$ cat config.mk
export PLATFORM = sky130hd
export DESIGN_NAME = rs485_dual_frame_deframer
export DESIGN_NICKNAME = d
export VERILOG_FILES = /design/src/rtl/rsdf_pkg.sv /design/src/rtl/rs485_dual_frame_deframer.sv /design/src/rtl/rsdf_front.sv /design/src/rtl/rsdf_queue.sv /design/src/rtl/rsdf_back.sv
export SDC_FILE = /design/constraint.sdc
export NUM_CORES = 1
export LEC_CHECK = 0
export BUFFER_PORTS_ARGS = -buffer_cell sky130_fd_sc_hd__buf_2
export CELL_PAD_IN_SITES_DETAIL_PLACEMENT = 0
export CELL_PAD_IN_SITES_GLOBAL_PLACEMENT = 1
export CORE_MARGIN = 10
export CORE_UTILIZATION = 49
export DETAILED_ROUTE_END_ITERATION = 16
export GPL_ROUTABILITY_DRIVEN = 1
export HOLD_SLACK_MARGIN = 0.02
export PLACE_DENSITY = 0.81
export RECOVER_POWER = 25
export SLEW_MARGIN = 20
export SYNTH_ARGS = -nofsm -noshare
export SYNTH_HDL_FRONTEND = slang
export SYNTH_SLANG_ARGS = --single-unit
$ cat constraint.sdc
create_clock -name clock -period 4.67 [get_ports clock]
set_clock_uncertainty 0.2 [all_clocks]
set_input_delay 0.2335 -clock clock [delete_from_list [all_inputs] [get_ports clock]]
set_output_delay 0.2335 -clock clock [all_outputs]
set_load 0.02 [all_outputs]
$ cat src/rtl/rsdf_pkg.sv
// shared types and constants for the dual frame deframer
package rsdf_pkg;

   localparam logic [7:0]  DISP_SYNC0      = 8'hAA;
   localparam logic [7:0]  DISP_SYNC1      = 8'h55;
   localparam logic [7:0]  CAM_SYNC0       = 8'h40;
   localparam logic [7:0]  CAM_SYNC2       = 8'h63;
   localparam logic [15:0] MAX_CAM_LEN_RST = 16'd600;
   localparam int          QUEUE_DEPTH_DEF = 4;

   localparam logic KIND_DISPLAY = 1'b0;
   localparam logic KIND_CAMERA  = 1'b1;

   typedef enum logic {
      CMD_SINGLE   = 1'b0,
      CMD_DISP_HDR = 1'b1
   } cmd_op_type;

   typedef struct packed {
      cmd_op_type op;
      logic       frame_kind;
      logic [7:0] data;
      logic       last;
      logic       empty;
   } cmd_type;

endpackage

$ cat src/rtl/rs485_dual_frame_deframer.sv
// top level of the dual frame deframer: parser, command queue, output sequencer
//
//   channel  direction  handshake             payload
//   req      in         req_valid/req_stall   req_rx_byte
//   rsp      out        rsp_valid/rsp_stall   rsp_frame_kind, rsp_out_byte,
//                                             rsp_last_byte, rsp_empty_frame
//   csr      in         csr_write_en          csr_write_data (max camera length)
//
// one byte is taken per cycle while the command queue has room; a word at the
// queue head is registered out when the output register is empty or not stalled.
// a display header byte yields three words, sync0, sync1 and length, sent in turn
// by the output sequencer; every other byte yields at most one word per cycle.
// req_stall rises only when the queue is full; rsp_stall holds the output
// register and, through the queue, eventually the input.
// synchronous reset returns to header hunt and loads max camera length 600.
module rs485_dual_frame_deframer #(
   parameter int QueueDepth = rsdf_pkg::QUEUE_DEPTH_DEF
) (
   input  logic        clock,
   input  logic        reset,
   input  logic        req_valid,
   output logic        req_stall,
   input  logic [7:0]  req_rx_byte,
   output logic        rsp_valid,
   input  logic        rsp_stall,
   output logic        rsp_frame_kind,
   output logic [7:0]  rsp_out_byte,
   output logic        rsp_last_byte,
   output logic        rsp_empty_frame,
   input  logic        csr_write_en,
   input  logic [15:0] csr_write_data
);
   import rsdf_pkg::*;

   cmd_type push_cmd, head_cmd;
   logic    push, pop, q_full, q_empty;

   rsdf_front u_front (
      .clock          (clock),
      .reset          (reset),
      .req_valid      (req_valid),
      .req_stall      (req_stall),
      .req_rx_byte    (req_rx_byte),
      .csr_write_en   (csr_write_en),
      .csr_write_data (csr_write_data),
      .q_full         (q_full),
      .push           (push),
      .push_cmd       (push_cmd)
   );

   rsdf_queue #(
      .Depth (QueueDepth)
   ) u_queue (
      .clock    (clock),
      .reset    (reset),
      .push     (push),
      .push_cmd (push_cmd),
      .pop      (pop),
      .head_cmd (head_cmd),
      .full     (q_full),
      .empty    (q_empty)
   );

   rsdf_back u_back (
      .clock           (clock),
      .reset           (reset),
      .q_empty         (q_empty),
      .head_cmd        (head_cmd),
      .pop             (pop),
      .rsp_valid       (rsp_valid),
      .rsp_stall       (rsp_stall),
      .rsp_frame_kind  (rsp_frame_kind),
      .rsp_out_byte    (rsp_out_byte),
      .rsp_last_byte   (rsp_last_byte),
      .rsp_empty_frame (rsp_empty_frame)
   );

   a_reset_clears_output: assert property (@(posedge clock)
      reset |=> !rsp_valid)
      else $error("output valid after reset");

   a_empty_marker_form: assert property (@(posedge clock) disable iff (reset)
      rsp_valid && rsp_empty_frame |->
         rsp_last_byte && rsp_frame_kind == KIND_CAMERA && rsp_out_byte == 8'h00)
      else $error("malformed empty frame marker");

   a_no_push_when_full: assert property (@(posedge clock) disable iff (reset)
      push && q_full |-> !(req_valid && !req_stall))
      else $error("command pushed into a full queue");

endmodule

$ cat src/rtl/rsdf_front.sv
// header hunt and frame tracking, one byte per cycle unless queue is full
module rsdf_front (
   input  logic             clock,
   input  logic             reset,
   input  logic             req_valid,
   output logic             req_stall,
   input  logic [7:0]       req_rx_byte,
   input  logic             csr_write_en,
   input  logic [15:0]      csr_write_data,
   input  logic             q_full,
   output logic             push,
   output rsdf_pkg::cmd_type push_cmd
);
   import rsdf_pkg::*;

   typedef enum logic [2:0] {
      MODE_HUNT = 3'b001,
      MODE_DISP = 3'b010,
      MODE_CAM  = 3'b100
   } mode_type;

   mode_type    mode_ff, mode_in;
   logic [15:0] count_ff, count_in;
   logic [7:0]  first_ff, first_in;
   logic [7:0]  second_ff, second_in;
   logic [7:0]  third_ff, third_in;
   logic [7:0]  len_low_ff, len_low_in;
   logic [15:0] frame_len_ff, frame_len_in;
   logic [15:0] max_len_ff, max_len_in;
   logic        accept;
   logic [15:0] count_inc;

   assign req_stall = q_full;
   assign accept    = req_valid && !q_full;
   assign count_inc = count_ff + 16'd1;

   always_comb begin
      mode_in      = mode_ff;
      count_in     = count_ff;
      first_in     = first_ff;
      second_in    = second_ff;
      third_in     = third_ff;
      len_low_in   = len_low_ff;
      frame_len_in = frame_len_ff;
      max_len_in   = csr_write_en ? csr_write_data : max_len_ff;
      push         = 1'b0;
      push_cmd.op         = CMD_SINGLE;
      push_cmd.frame_kind = KIND_DISPLAY;
      push_cmd.data       = req_rx_byte;
      push_cmd.last       = 1'b0;
      push_cmd.empty      = 1'b0;
      if (accept) begin
         count_in = count_inc;
         case (mode_ff)
            MODE_HUNT: begin
               case (count_inc)
                  16'd1: begin
                     first_in = req_rx_byte;
                     if (req_rx_byte != DISP_SYNC0 && req_rx_byte != CAM_SYNC0) begin
                        count_in = '0;
                     end
                  end
                  16'd2: begin
                     second_in = req_rx_byte;
                     if (req_rx_byte != DISP_SYNC1 && req_rx_byte != CAM_SYNC0) begin
                        count_in = '0;
                     end
                  end
                  16'd3: begin
                     third_in = req_rx_byte;
                     if (first_ff == DISP_SYNC0 && second_ff == DISP_SYNC1) begin
                        frame_len_in = {8'h00, req_rx_byte};
                        mode_in      = MODE_DISP;
                        push         = 1'b1;
                        push_cmd.op  = CMD_DISP_HDR;
                     end else if (first_ff != CAM_SYNC0) begin
                        count_in = '0;
                     end
                  end
                  16'd6: begin
                     len_low_in = req_rx_byte;
                  end
                  16'd7: begin
                     frame_len_in = {req_rx_byte, len_low_ff};
                  end
                  16'd8: begin
                     // header complete: accept only a sane camera header
                     count_in = '0;
                     if (first_ff == CAM_SYNC0 && second_ff == CAM_SYNC0 &&
                         third_ff == CAM_SYNC2 && frame_len_ff <= max_len_ff) begin
                        mode_in = MODE_CAM;
                     end
                  end
                  default: begin
                  end
               endcase
            end
            MODE_DISP: begin
               push = 1'b1;
               if ({1'b0, count_inc} >= ({1'b0, frame_len_ff} + 17'd3)) begin
                  push_cmd.last = 1'b1;
                  mode_in       = MODE_HUNT;
                  count_in      = '0;
               end
            end
            MODE_CAM: begin
               push                = 1'b1;
               push_cmd.frame_kind = KIND_CAMERA;
               if (frame_len_ff == 16'd0) begin
                  // zero length: swallow one byte, send an empty end marker
                  push_cmd.data  = 8'h00;
                  push_cmd.last  = 1'b1;
                  push_cmd.empty = 1'b1;
                  mode_in        = MODE_HUNT;
                  count_in       = '0;
               end else if (count_inc >= frame_len_ff) begin
                  push_cmd.last = 1'b1;
                  mode_in       = MODE_HUNT;
                  count_in      = '0;
               end
            end
            default: begin
               mode_in  = MODE_HUNT;
               count_in = '0;
            end
         endcase
      end
   end

   always_ff @(posedge clock) begin
      if (reset) begin
         mode_ff      <= MODE_HUNT;
         count_ff     <= '0;
         first_ff     <= '0;
         second_ff    <= '0;
         third_ff     <= '0;
         len_low_ff   <= '0;
         frame_len_ff <= '0;
         max_len_ff   <= MAX_CAM_LEN_RST;
      end else begin
         mode_ff      <= mode_in;
         count_ff     <= count_in;
         first_ff     <= first_in;
         second_ff    <= second_in;
         third_ff     <= third_in;
         len_low_ff   <= len_low_in;
         frame_len_ff <= frame_len_in;
         max_len_ff   <= max_len_in;
      end
   end

endmodule

$ cat src/rtl/rsdf_queue.sv
// small command queue between the parser and the output sequencer
module rsdf_queue #(
   parameter int Depth = rsdf_pkg::QUEUE_DEPTH_DEF
) (
   input  logic              clock,
   input  logic              reset,
   input  logic              push,
   input  rsdf_pkg::cmd_type push_cmd,
   input  logic              pop,
   output rsdf_pkg::cmd_type head_cmd,
   output logic              full,
   output logic              empty
);
   import rsdf_pkg::*;

   localparam int PtrW = (Depth > 1) ? $clog2(Depth) : 1;
   localparam int CntW = $clog2(Depth + 1);

   cmd_type          entries_ff [Depth];
   logic [PtrW-1:0]  wr_ptr_ff, wr_ptr_in;
   logic [PtrW-1:0]  rd_ptr_ff, rd_ptr_in;
   logic [CntW-1:0]  count_ff, count_in;
   logic             do_push, do_pop;

   assign full     = (count_ff == CntW'(Depth));
   assign empty    = (count_ff == '0);
   assign do_push  = push && !full;
   assign do_pop   = pop && !empty;
   assign head_cmd = entries_ff[rd_ptr_ff];

   always_comb begin
      wr_ptr_in = wr_ptr_ff;
      rd_ptr_in = rd_ptr_ff;
      count_in  = count_ff;
      if (do_push) begin
         wr_ptr_in = (wr_ptr_ff == PtrW'(Depth - 1)) ? '0 : wr_ptr_ff + 1'b1;
      end
      if (do_pop) begin
         rd_ptr_in = (rd_ptr_ff == PtrW'(Depth - 1)) ? '0 : rd_ptr_ff + 1'b1;
      end
      if (do_push && !do_pop) begin
         count_in = count_ff + 1'b1;
      end else if (do_pop && !do_push) begin
         count_in = count_ff - 1'b1;
      end
   end

   always_ff @(posedge clock) begin
      if (do_push) begin
         entries_ff[wr_ptr_ff] <= push_cmd;
      end
   end

   always_ff @(posedge clock) begin
      if (reset) begin
         wr_ptr_ff <= '0;
         rd_ptr_ff <= '0;
         count_ff  <= '0;
      end else begin
         wr_ptr_ff <= wr_ptr_in;
         rd_ptr_ff <= rd_ptr_in;
         count_ff  <= count_in;
      end
   end

endmodule

$ cat src/rtl/rsdf_back.sv
// output sequencer: expands header commands and drives the result register
module rsdf_back (
   input  logic              clock,
   input  logic              reset,
   input  logic              q_empty,
   input  rsdf_pkg::cmd_type head_cmd,
   output logic              pop,
   output logic              rsp_valid,
   input  logic              rsp_stall,
   output logic              rsp_frame_kind,
   output logic [7:0]        rsp_out_byte,
   output logic              rsp_last_byte,
   output logic              rsp_empty_frame
);
   import rsdf_pkg::*;

   logic       valid_ff, valid_in;
   logic       kind_ff, kind_in;
   logic [7:0] byte_ff, byte_in;
   logic       last_ff, last_in;
   logic       empty_ff, empty_in;
   logic [1:0] step_ff, step_in;
   logic       load, issue;

   assign load  = !valid_ff || !rsp_stall;
   assign issue = load && !q_empty;

   always_comb begin
      valid_in = valid_ff;
      kind_in  = kind_ff;
      byte_in  = byte_ff;
      last_in  = last_ff;
      empty_in = empty_ff;
      step_in  = step_ff;
      pop      = 1'b0;
      if (issue) begin
         valid_in = 1'b1;
         kind_in  = head_cmd.frame_kind;
         byte_in  = head_cmd.data;
         last_in  = head_cmd.last;
         empty_in = head_cmd.empty;
         if (head_cmd.op == CMD_DISP_HDR) begin
            // header goes out as sync0, sync1, length
            last_in  = 1'b0;
            empty_in = 1'b0;
            case (step_ff)
               2'd0:    byte_in = DISP_SYNC0;
               2'd1:    byte_in = DISP_SYNC1;
               default: byte_in = head_cmd.data;
            endcase
            if (step_ff == 2'd2) begin
               step_in = '0;
               pop     = 1'b1;
            end else begin
               step_in = step_ff + 2'd1;
            end
         end else begin
            pop = 1'b1;
         end
      end else if (load) begin
         valid_in = 1'b0;
      end
   end

   always_ff @(posedge clock) begin
      if (reset) begin
         valid_ff <= 1'b0;
         step_ff  <= '0;
      end else begin
         valid_ff <= valid_in;
         step_ff  <= step_in;
      end
   end

   always_ff @(posedge clock) begin
      kind_ff  <= kind_in;
      byte_ff  <= byte_in;
      last_ff  <= last_in;
      empty_ff <= empty_in;
   end

   assign rsp_valid       = valid_ff;
   assign rsp_frame_kind  = kind_ff;
   assign rsp_out_byte    = byte_ff;
   assign rsp_last_byte   = last_ff;
   assign rsp_empty_frame = empty_ff;

endmodule

# Word-level counts from Yosys, hierarchy flattened
# Memory sizes are Yosys's and may differ from the RTL's. A register that Yosys moved wholly into a read port is not among the register bits.
# Cells that the tools add are included.
# word_totals
output_inout_bits,13
regBits,104
in_bits,29
memories,1
ramBits,48
elab_cells,138
# mem_list
name,words,word_bits,read_ports,rd_clocked_by_memory_dff,write_ports,line_no,rtl
u_queue.entries_ff,4,12,1,1,1,rsdf_queue.sv:19,cmd_type entries_ff [Depth];
# classes
muxes,48
reduce_logical,33
n_eq_ne,29
n_addsub,7
magnitude_cmp,3
# op_table
operator,n
16-bit two-way mux,8
16-bit one-hot mux with 4 select lines,1
16-bit one-hot mux with 3 select lines,1
"16-bit by 2-bit == test with 1-bit output, second input constant",2
"16-bit by 3-bit == test with 1-bit output, second input constant",2
"8-bit by 7-bit == test with 1-bit output, second input constant",4
16-bit one-hot mux with 2 select lines,1
"8-bit by 7-bit inequality test with 1-bit output, second input constant",3
3-bit two-way mux,7
"16-bit by 2-bit adder with 17-bit output, second input constant",1
16-bit by 17-bit greater-or-equal comparator with 1-bit output,1
"16-bit by 1-bit adder with 16-bit output, second input constant",1
"16-bit by 1-bit == test with 1-bit output, second input constant",1
"16-bit by 4-bit == test with 1-bit output, second input constant",1
16-bit greater-or-equal comparator,1
16-bit <= comparator,1
16-bit zero test,1
1-bit two-way mux,16
8-bit two-way mux,2
8-bit one-hot mux with 2 select lines,1
1-bit logical AND,12
12-bit two-way mux,1
3-bit AND reduction,4
2-bit two-way mux,5
27 further kinds,42

# Longest topological paths before layout
# depth
word_depth,11
mapped_depth,15
mapped_depth_nobuf,14

# By module
# From an unflattened synthesis, not the netlist that was laid out.
# unflattened
hier_cells,848
hier_area_um2,8562.0
# modules_own_cells
mod,cells_per_inst,area_each_um2,n_inst,seq_area_each_um2
rsdf_front,690,5786.8,1,1661.6
rsdf_queue,112,2218.4,1,1621.6
rsdf_back,46,556.8,1,390.4

# Worst setup path after synthesis
# No wires, ideal clock.
# synth_path
kind,flip-flop to flip-flop
start,register u_front.count_ff[0]
end,register u_queue.count_ff[2]
t_required_ns,4.399
setup_slack_ns,0.674
t_arrival_ns,3.725
path_stages_with_launch,16
setup_ns,0.071
n_path_buf,1
synth_period_minus_slack_ns,3.996
path_cell_list,dfxtp_1 -> ha_1 -> buf_6 -> nand3_2 -> nor4_1 -> xnor2_1 -> o211ai_1 -> nor4_2 -> nand2_1 -> o21ai_1 -> ha_1 -> inv_1 -> fa_1 -> xor2_1 -> or3_1 -> a21oi_1
# synth_via
elab_chain_len,9
word_cells_on_any_way,11
cone_classes,add/sub (1); eq/ne (1); mux (4); reduce/logical (5)
# synth_rtl
item,line_no,rtl
start: declaration,rsdf_front.sv:23,"logic [15:0] count_ff, count_in;"
start signal: assignment,rsdf_front.sv:142,count_ff <= count_in;
16-bit by 1-bit adder with 16-bit output *,rsdf_front.sv:35,assign count_inc = count_ff + 16'd1;
16-bit by 2-bit == test with 1-bit output *,rsdf_front.sv:56,case (count_inc)
1-bit two-way mux *,rsdf_front.sv:56,
1-bit one-hot mux with 2 select lines *,rsdf_front.sv:54,case (mode_ff)
1-bit two-way mux *,rsdf_front.sv:52,if (accept) begin
1-bit logical AND *,rsdf_queue.sv:27,assign do_push = push && !full;
net u_queue.do_push,rsdf_queue.sv:23,"logic do_push, do_pop;"
1-bit zero test,rsdf_queue.sv:43,end else if (do_pop && !do_push) begin
1-bit logical AND,rsdf_queue.sv:43,
2-bit nonzero test (no line),-,
end signal: assignment,rsdf_queue.sv:62,count_ff <= count_in;
end: declaration,rsdf_queue.sv:22,"logic [CntW-1:0] count_ff, count_in;"
# The timed path passes the listed nets; every way through them passes the cells marked *.
# A chain may end at the register's enable or synchronous reset.

# Worst setup path after layout
# Ends and elaborated chain as after synthesis.

==> impl_metrics.toml <==
[placed_design]
dp_hpwl_um = 14900
place_congestion = 0.897
port_buffers = 41

[setup_path]
path_max_fanout = 12
crit_slowest_cell = "dfxtp_1"
rr_worst_depth = 15
startpoint_type = "flip-flop"
reg2reg_slack_ps = 440
max_stage_delay_ps = 550
path_class = "reg -> reg"
crit_buf_inv = 2
r2r-end = "u_queue.count_ff[2]"
crit_family = "simple AND/OR/NAND/NOR gates"
critical_path.reg2reg.startpoint = "u_front.count_ff[0]"
crit_arrival_ps = 4350
path_common_cell = "ha_1"
worst_ep_required_time_ps = 4800
end_kind = "flip-flop"
path_cells = "ha_1 -> nand3_2 -> nor4_1 -> xnor2_1 -> o211ai_1 -> nor4_2 -> nand2_1 -> o21ai_1 -> buf_4 -> ha_1 -> inv_1 -> fa_1 -> xor2_1 -> or3_1 -> a21oi_1"

[hold_path]
holdPathEnd = "u_front.third_ff[7]"
holdPathStages = 3
worstHoldStart = "req_rx_byte[7]"
hold_class = "in -> reg"

[drt]
postRouteAntennaNets = 0
via_per_inst = 5.70
wl_met1_um = 8610
route.met3.wl_um = 990
drt_iter0_markers = 366
drc = 0
wl_per_cell_um = 18.6
dr.pass1.iters = 5
dr_total_vias = 6178
routed_wl_um = 20200
wl_met2_um = 10100
routed.top_layer = "met4"

[synth]
ys_async_sr_fraction_pct = 0
netlist_instances = 804
synth_xor_area_share_pct = 3.80
ys_ff_latch = 154
synthAdderAreaFrac_pct = 9.28
yosysSeqAreaShare_pct = 44.2
synth_compound_area_share_pct = 10.5
ys_warn_count = 0
avgSynthCellArea_um2 = 10.3
synth_cell_types = 73
synth_edf_count = 59
synthSimpleGateAreaFrac_pct = 17.1
syn-cell-area_um2 = 8310
syn-num-nets = 894
synth_ff_type = "dfxtp_1"
synth_mux_area_share_pct = 9.29
synth_top_family_by_area = "simple AND/OR/NAND/NOR gates"

[power]
peakVddDrop_mv = 0.251
finalPower_w = 0.00358
power-per-cell-area_nw_per_um2 = 385
leakage_nw = 3.63

[timing]
drv_slew = 83
rsz0062_at_grt = "no"
hold_viol = 0
timing.final.crit_period_ps = 4230
fmax_mhz = 237
worst_slew_pin_slew_ps = 2170
fin_crit_sh_pct = 90.5
setup_violations = 0
fin_tns_setup_ps = 0
slew_headroom_pct = -44.3

[floorplan]
die_h_um = 150
dieArea_um2 = 22600
ioPinCount = 42
core_um2 = 16600
initial_core_util_pct = 50.1
row_count = 47
die_x_um = 150

[final_layout]
antenna_cells = 0
multi_input_comb_area_um2 = 4150
layout_common_cells = "dfxtp_1, nor2_1, ha_1"
drive_gt1_share_pct = 11.5
fin_util_pct = 56.1
fillers = 1445
seq_area_um2 = 3670
syn2layout_area_growth_pct = 12.1
mostFrequentLayoutCell = "dfxtp_1"
finalNetCount = 940

[cts]
clock_path_buffers = 2
clockRootBuffer = "clkbuf_16"
worstSkewPairLatency_ps = 420
cts_resized = 0
cts_tree = "built"
cts_max_level = 4
post_cts_buffers = 0
cts_buffers = 17
path_clk_slew_ps = 70
cts.sinks = 154

[grt]
grt.overflow.total = 0
track_usage_pct = 18.6
grt_pass1_vias = 6307
grt_max_degree = 47
grt_pass1_wl_um = 33000
antenna_found_initial = 0

[run_status]
violations = "capacitance limit, slew limit"
status = "complete, but fails checks"

[run]
maxCapViolations = 2
[synth_stat cells, drive strengths merged, types with 3 or more instances]
| master | number | area share, % |
|---|---|---|
| edfxtp | 59 | 21 |
| nand2 | 53 | 2.4 |
| and4 | 8 | 0.90 |
| o211ai | 10 | 0.90 |
| a311oi | 8 | 0.92 |
| a22oi | 8 | 0.72 |
| buf | 18 | 1.7 |
| or3 | 5 | 0.38 |
| o21ai | 36 | 2.2 |
| a31oi | 5 | 0.38 |
| a21o | 3 | 0.27 |
| a211o | 5 | 0.53 |
| clkbuf | 23 | 1.8 |
| nand3 | 16 | 1.0 |
| o31ai | 4 | 0.36 |
| nor3 | 22 | 1.4 |
| xnor2 | 26 | 2.7 |
| mux2i | 49 | 5.9 |
| a21oi | 16 | 0.96 |
| inv | 52 | 2.4 |
| nand4b | 3 | 0.32 |
| a2111oi | 3 | 0.54 |
| dfxtp | 95 | 23 |
| mux4 | 12 | 3.3 |
| nor2 | 96 | 4.4 |
| ha | 60 | 9.0 |
| xor2 | 10 | 1.1 |
| nor2b | 17 | 1.3 |
| and2 | 5 | 0.38 |
| nand2b | 6 | 0.45 |
| and3 | 3 | 0.24 |
| nor3b | 5 | 0.45 |
| nand4 | 17 | 1.6 |
| nor4 | 11 | 1.2 |
| a32o | 7 | 0.84 |
| a211oi | 4 | 0.36 |
[layer usage]
metal  track usage (%)  vias up
met5                 0        -
met4              8.16        0
met3              3.72       36
met2              32.0      183
met1              22.0     2964
li1                  -     2995
[power breakdown]
group / internal (W) / switching (W)
clock network: 0.000800 / 0.000590
registers: 0.00152 / 0.0000592
logic: 0.000229 / 0.000379
total: 0.00255 / 0.00103
[worst register-to-register path: cells and delay by family (launching register included)]
| family | cells | cell delay, ps |
|---|---|---|
| and+or+nand+nor | 5 | 1280 |
| adders and majority gates | 3 | 980 |
| DFF | 1 | 550 |
| AOI/OAI and AO/OA | 3 | 490 |
| xor gates and xnor gates | 2 | 390 |
| buffers and inverters | 2 | 250 |
[flip-flops by register name (all words and copies together), names as in the netlist, 2 cells and up, named ones only]
signal / count
u_front.count_ff: 16
u_front.mode_ff: 3
u_front.first_ff: 8
u_queue.rd_ptr_ff: 2
u_queue.wr_ptr_ff: 2
u_front.third_ff: 8
u_queue.entries_ff: 48
u_back.rsp_out_byte: 8
u_front.frame_len_ff: 16
u_front.second_ff: 8
u_queue.count_ff: 3
u_front.max_len_ff: 16
u_front.len_low_ff: 8
u_back.step_ff: 2
[worst max path at each step]
| stage | slack, ps | start | to | depth (start not counted) |
|---|---|---|---|---|
| 5_1_grt | 50 | u_front.count_ff[0] | u_front.count_ff[1] | 13 |
| 3_5_place_dp | 520 | u_front.count_ff[0] | u_queue.count_ff[2] | 15 |
| 6_report | 440 | u_front.count_ff[0] | u_queue.count_ff[2] | 15 |
| 2_1_floorplan | 670 | u_front.count_ff[0] | u_queue.count_ff[2] | 15 |
| 3_3_place_gp | 620 | u_front.count_ff[0] | u_queue.count_ff[2] | 15 |
| 4_1_cts | 460 | u_front.count_ff[0] | u_queue.count_ff[2] | 15 |
[repair_timing]
| item | 4_1_cts | 5_1_grt |
|---|---|---|
| hold buffers | 18 | 0 |
| endpoints found under the setup margin | 0 | 0 |
| hold endpoints to repair | 18 | 0 |
[kinds of logic (layout without fill, tap and decap cells)]
kind of cell / after synthesis / count (layout)
and+or+nand+nor: 274 / 274
DFF: 154 / 154
AOI/OAI and AO/OA: 124 / 124
buffers and inverters: 93 / 152
muxes: 62 / 62
adders and majority gates: 61 / 61
xor gates and xnor gates: 36 / 36
[area by class of cell]
class | instances | share of cell area [%]
multi-input cells | 557 | 44.6
flip-flops and latches | 154 | 39.5
repair buffers | 68 | 4.57
inverters | 52 | 2.10
clock inverters | 14 | 1.73
well taps | 220 | 2.96
clock buffers | 18 | 4.61
[metrics by stage]
stage	hold slack [ps]	instance area (µm²)	setup slack, ps	cells
after global placement	255	8560	624	1033
after floorplan	164	8310	674	804
after CTS	23.7	9340	457	1083
final	37.0	9310	444	1083
after global routing	42.7	9310	45.4	1083
after detailed placement	265	8560	524	1033
Power figures use the tool's default switching activity.
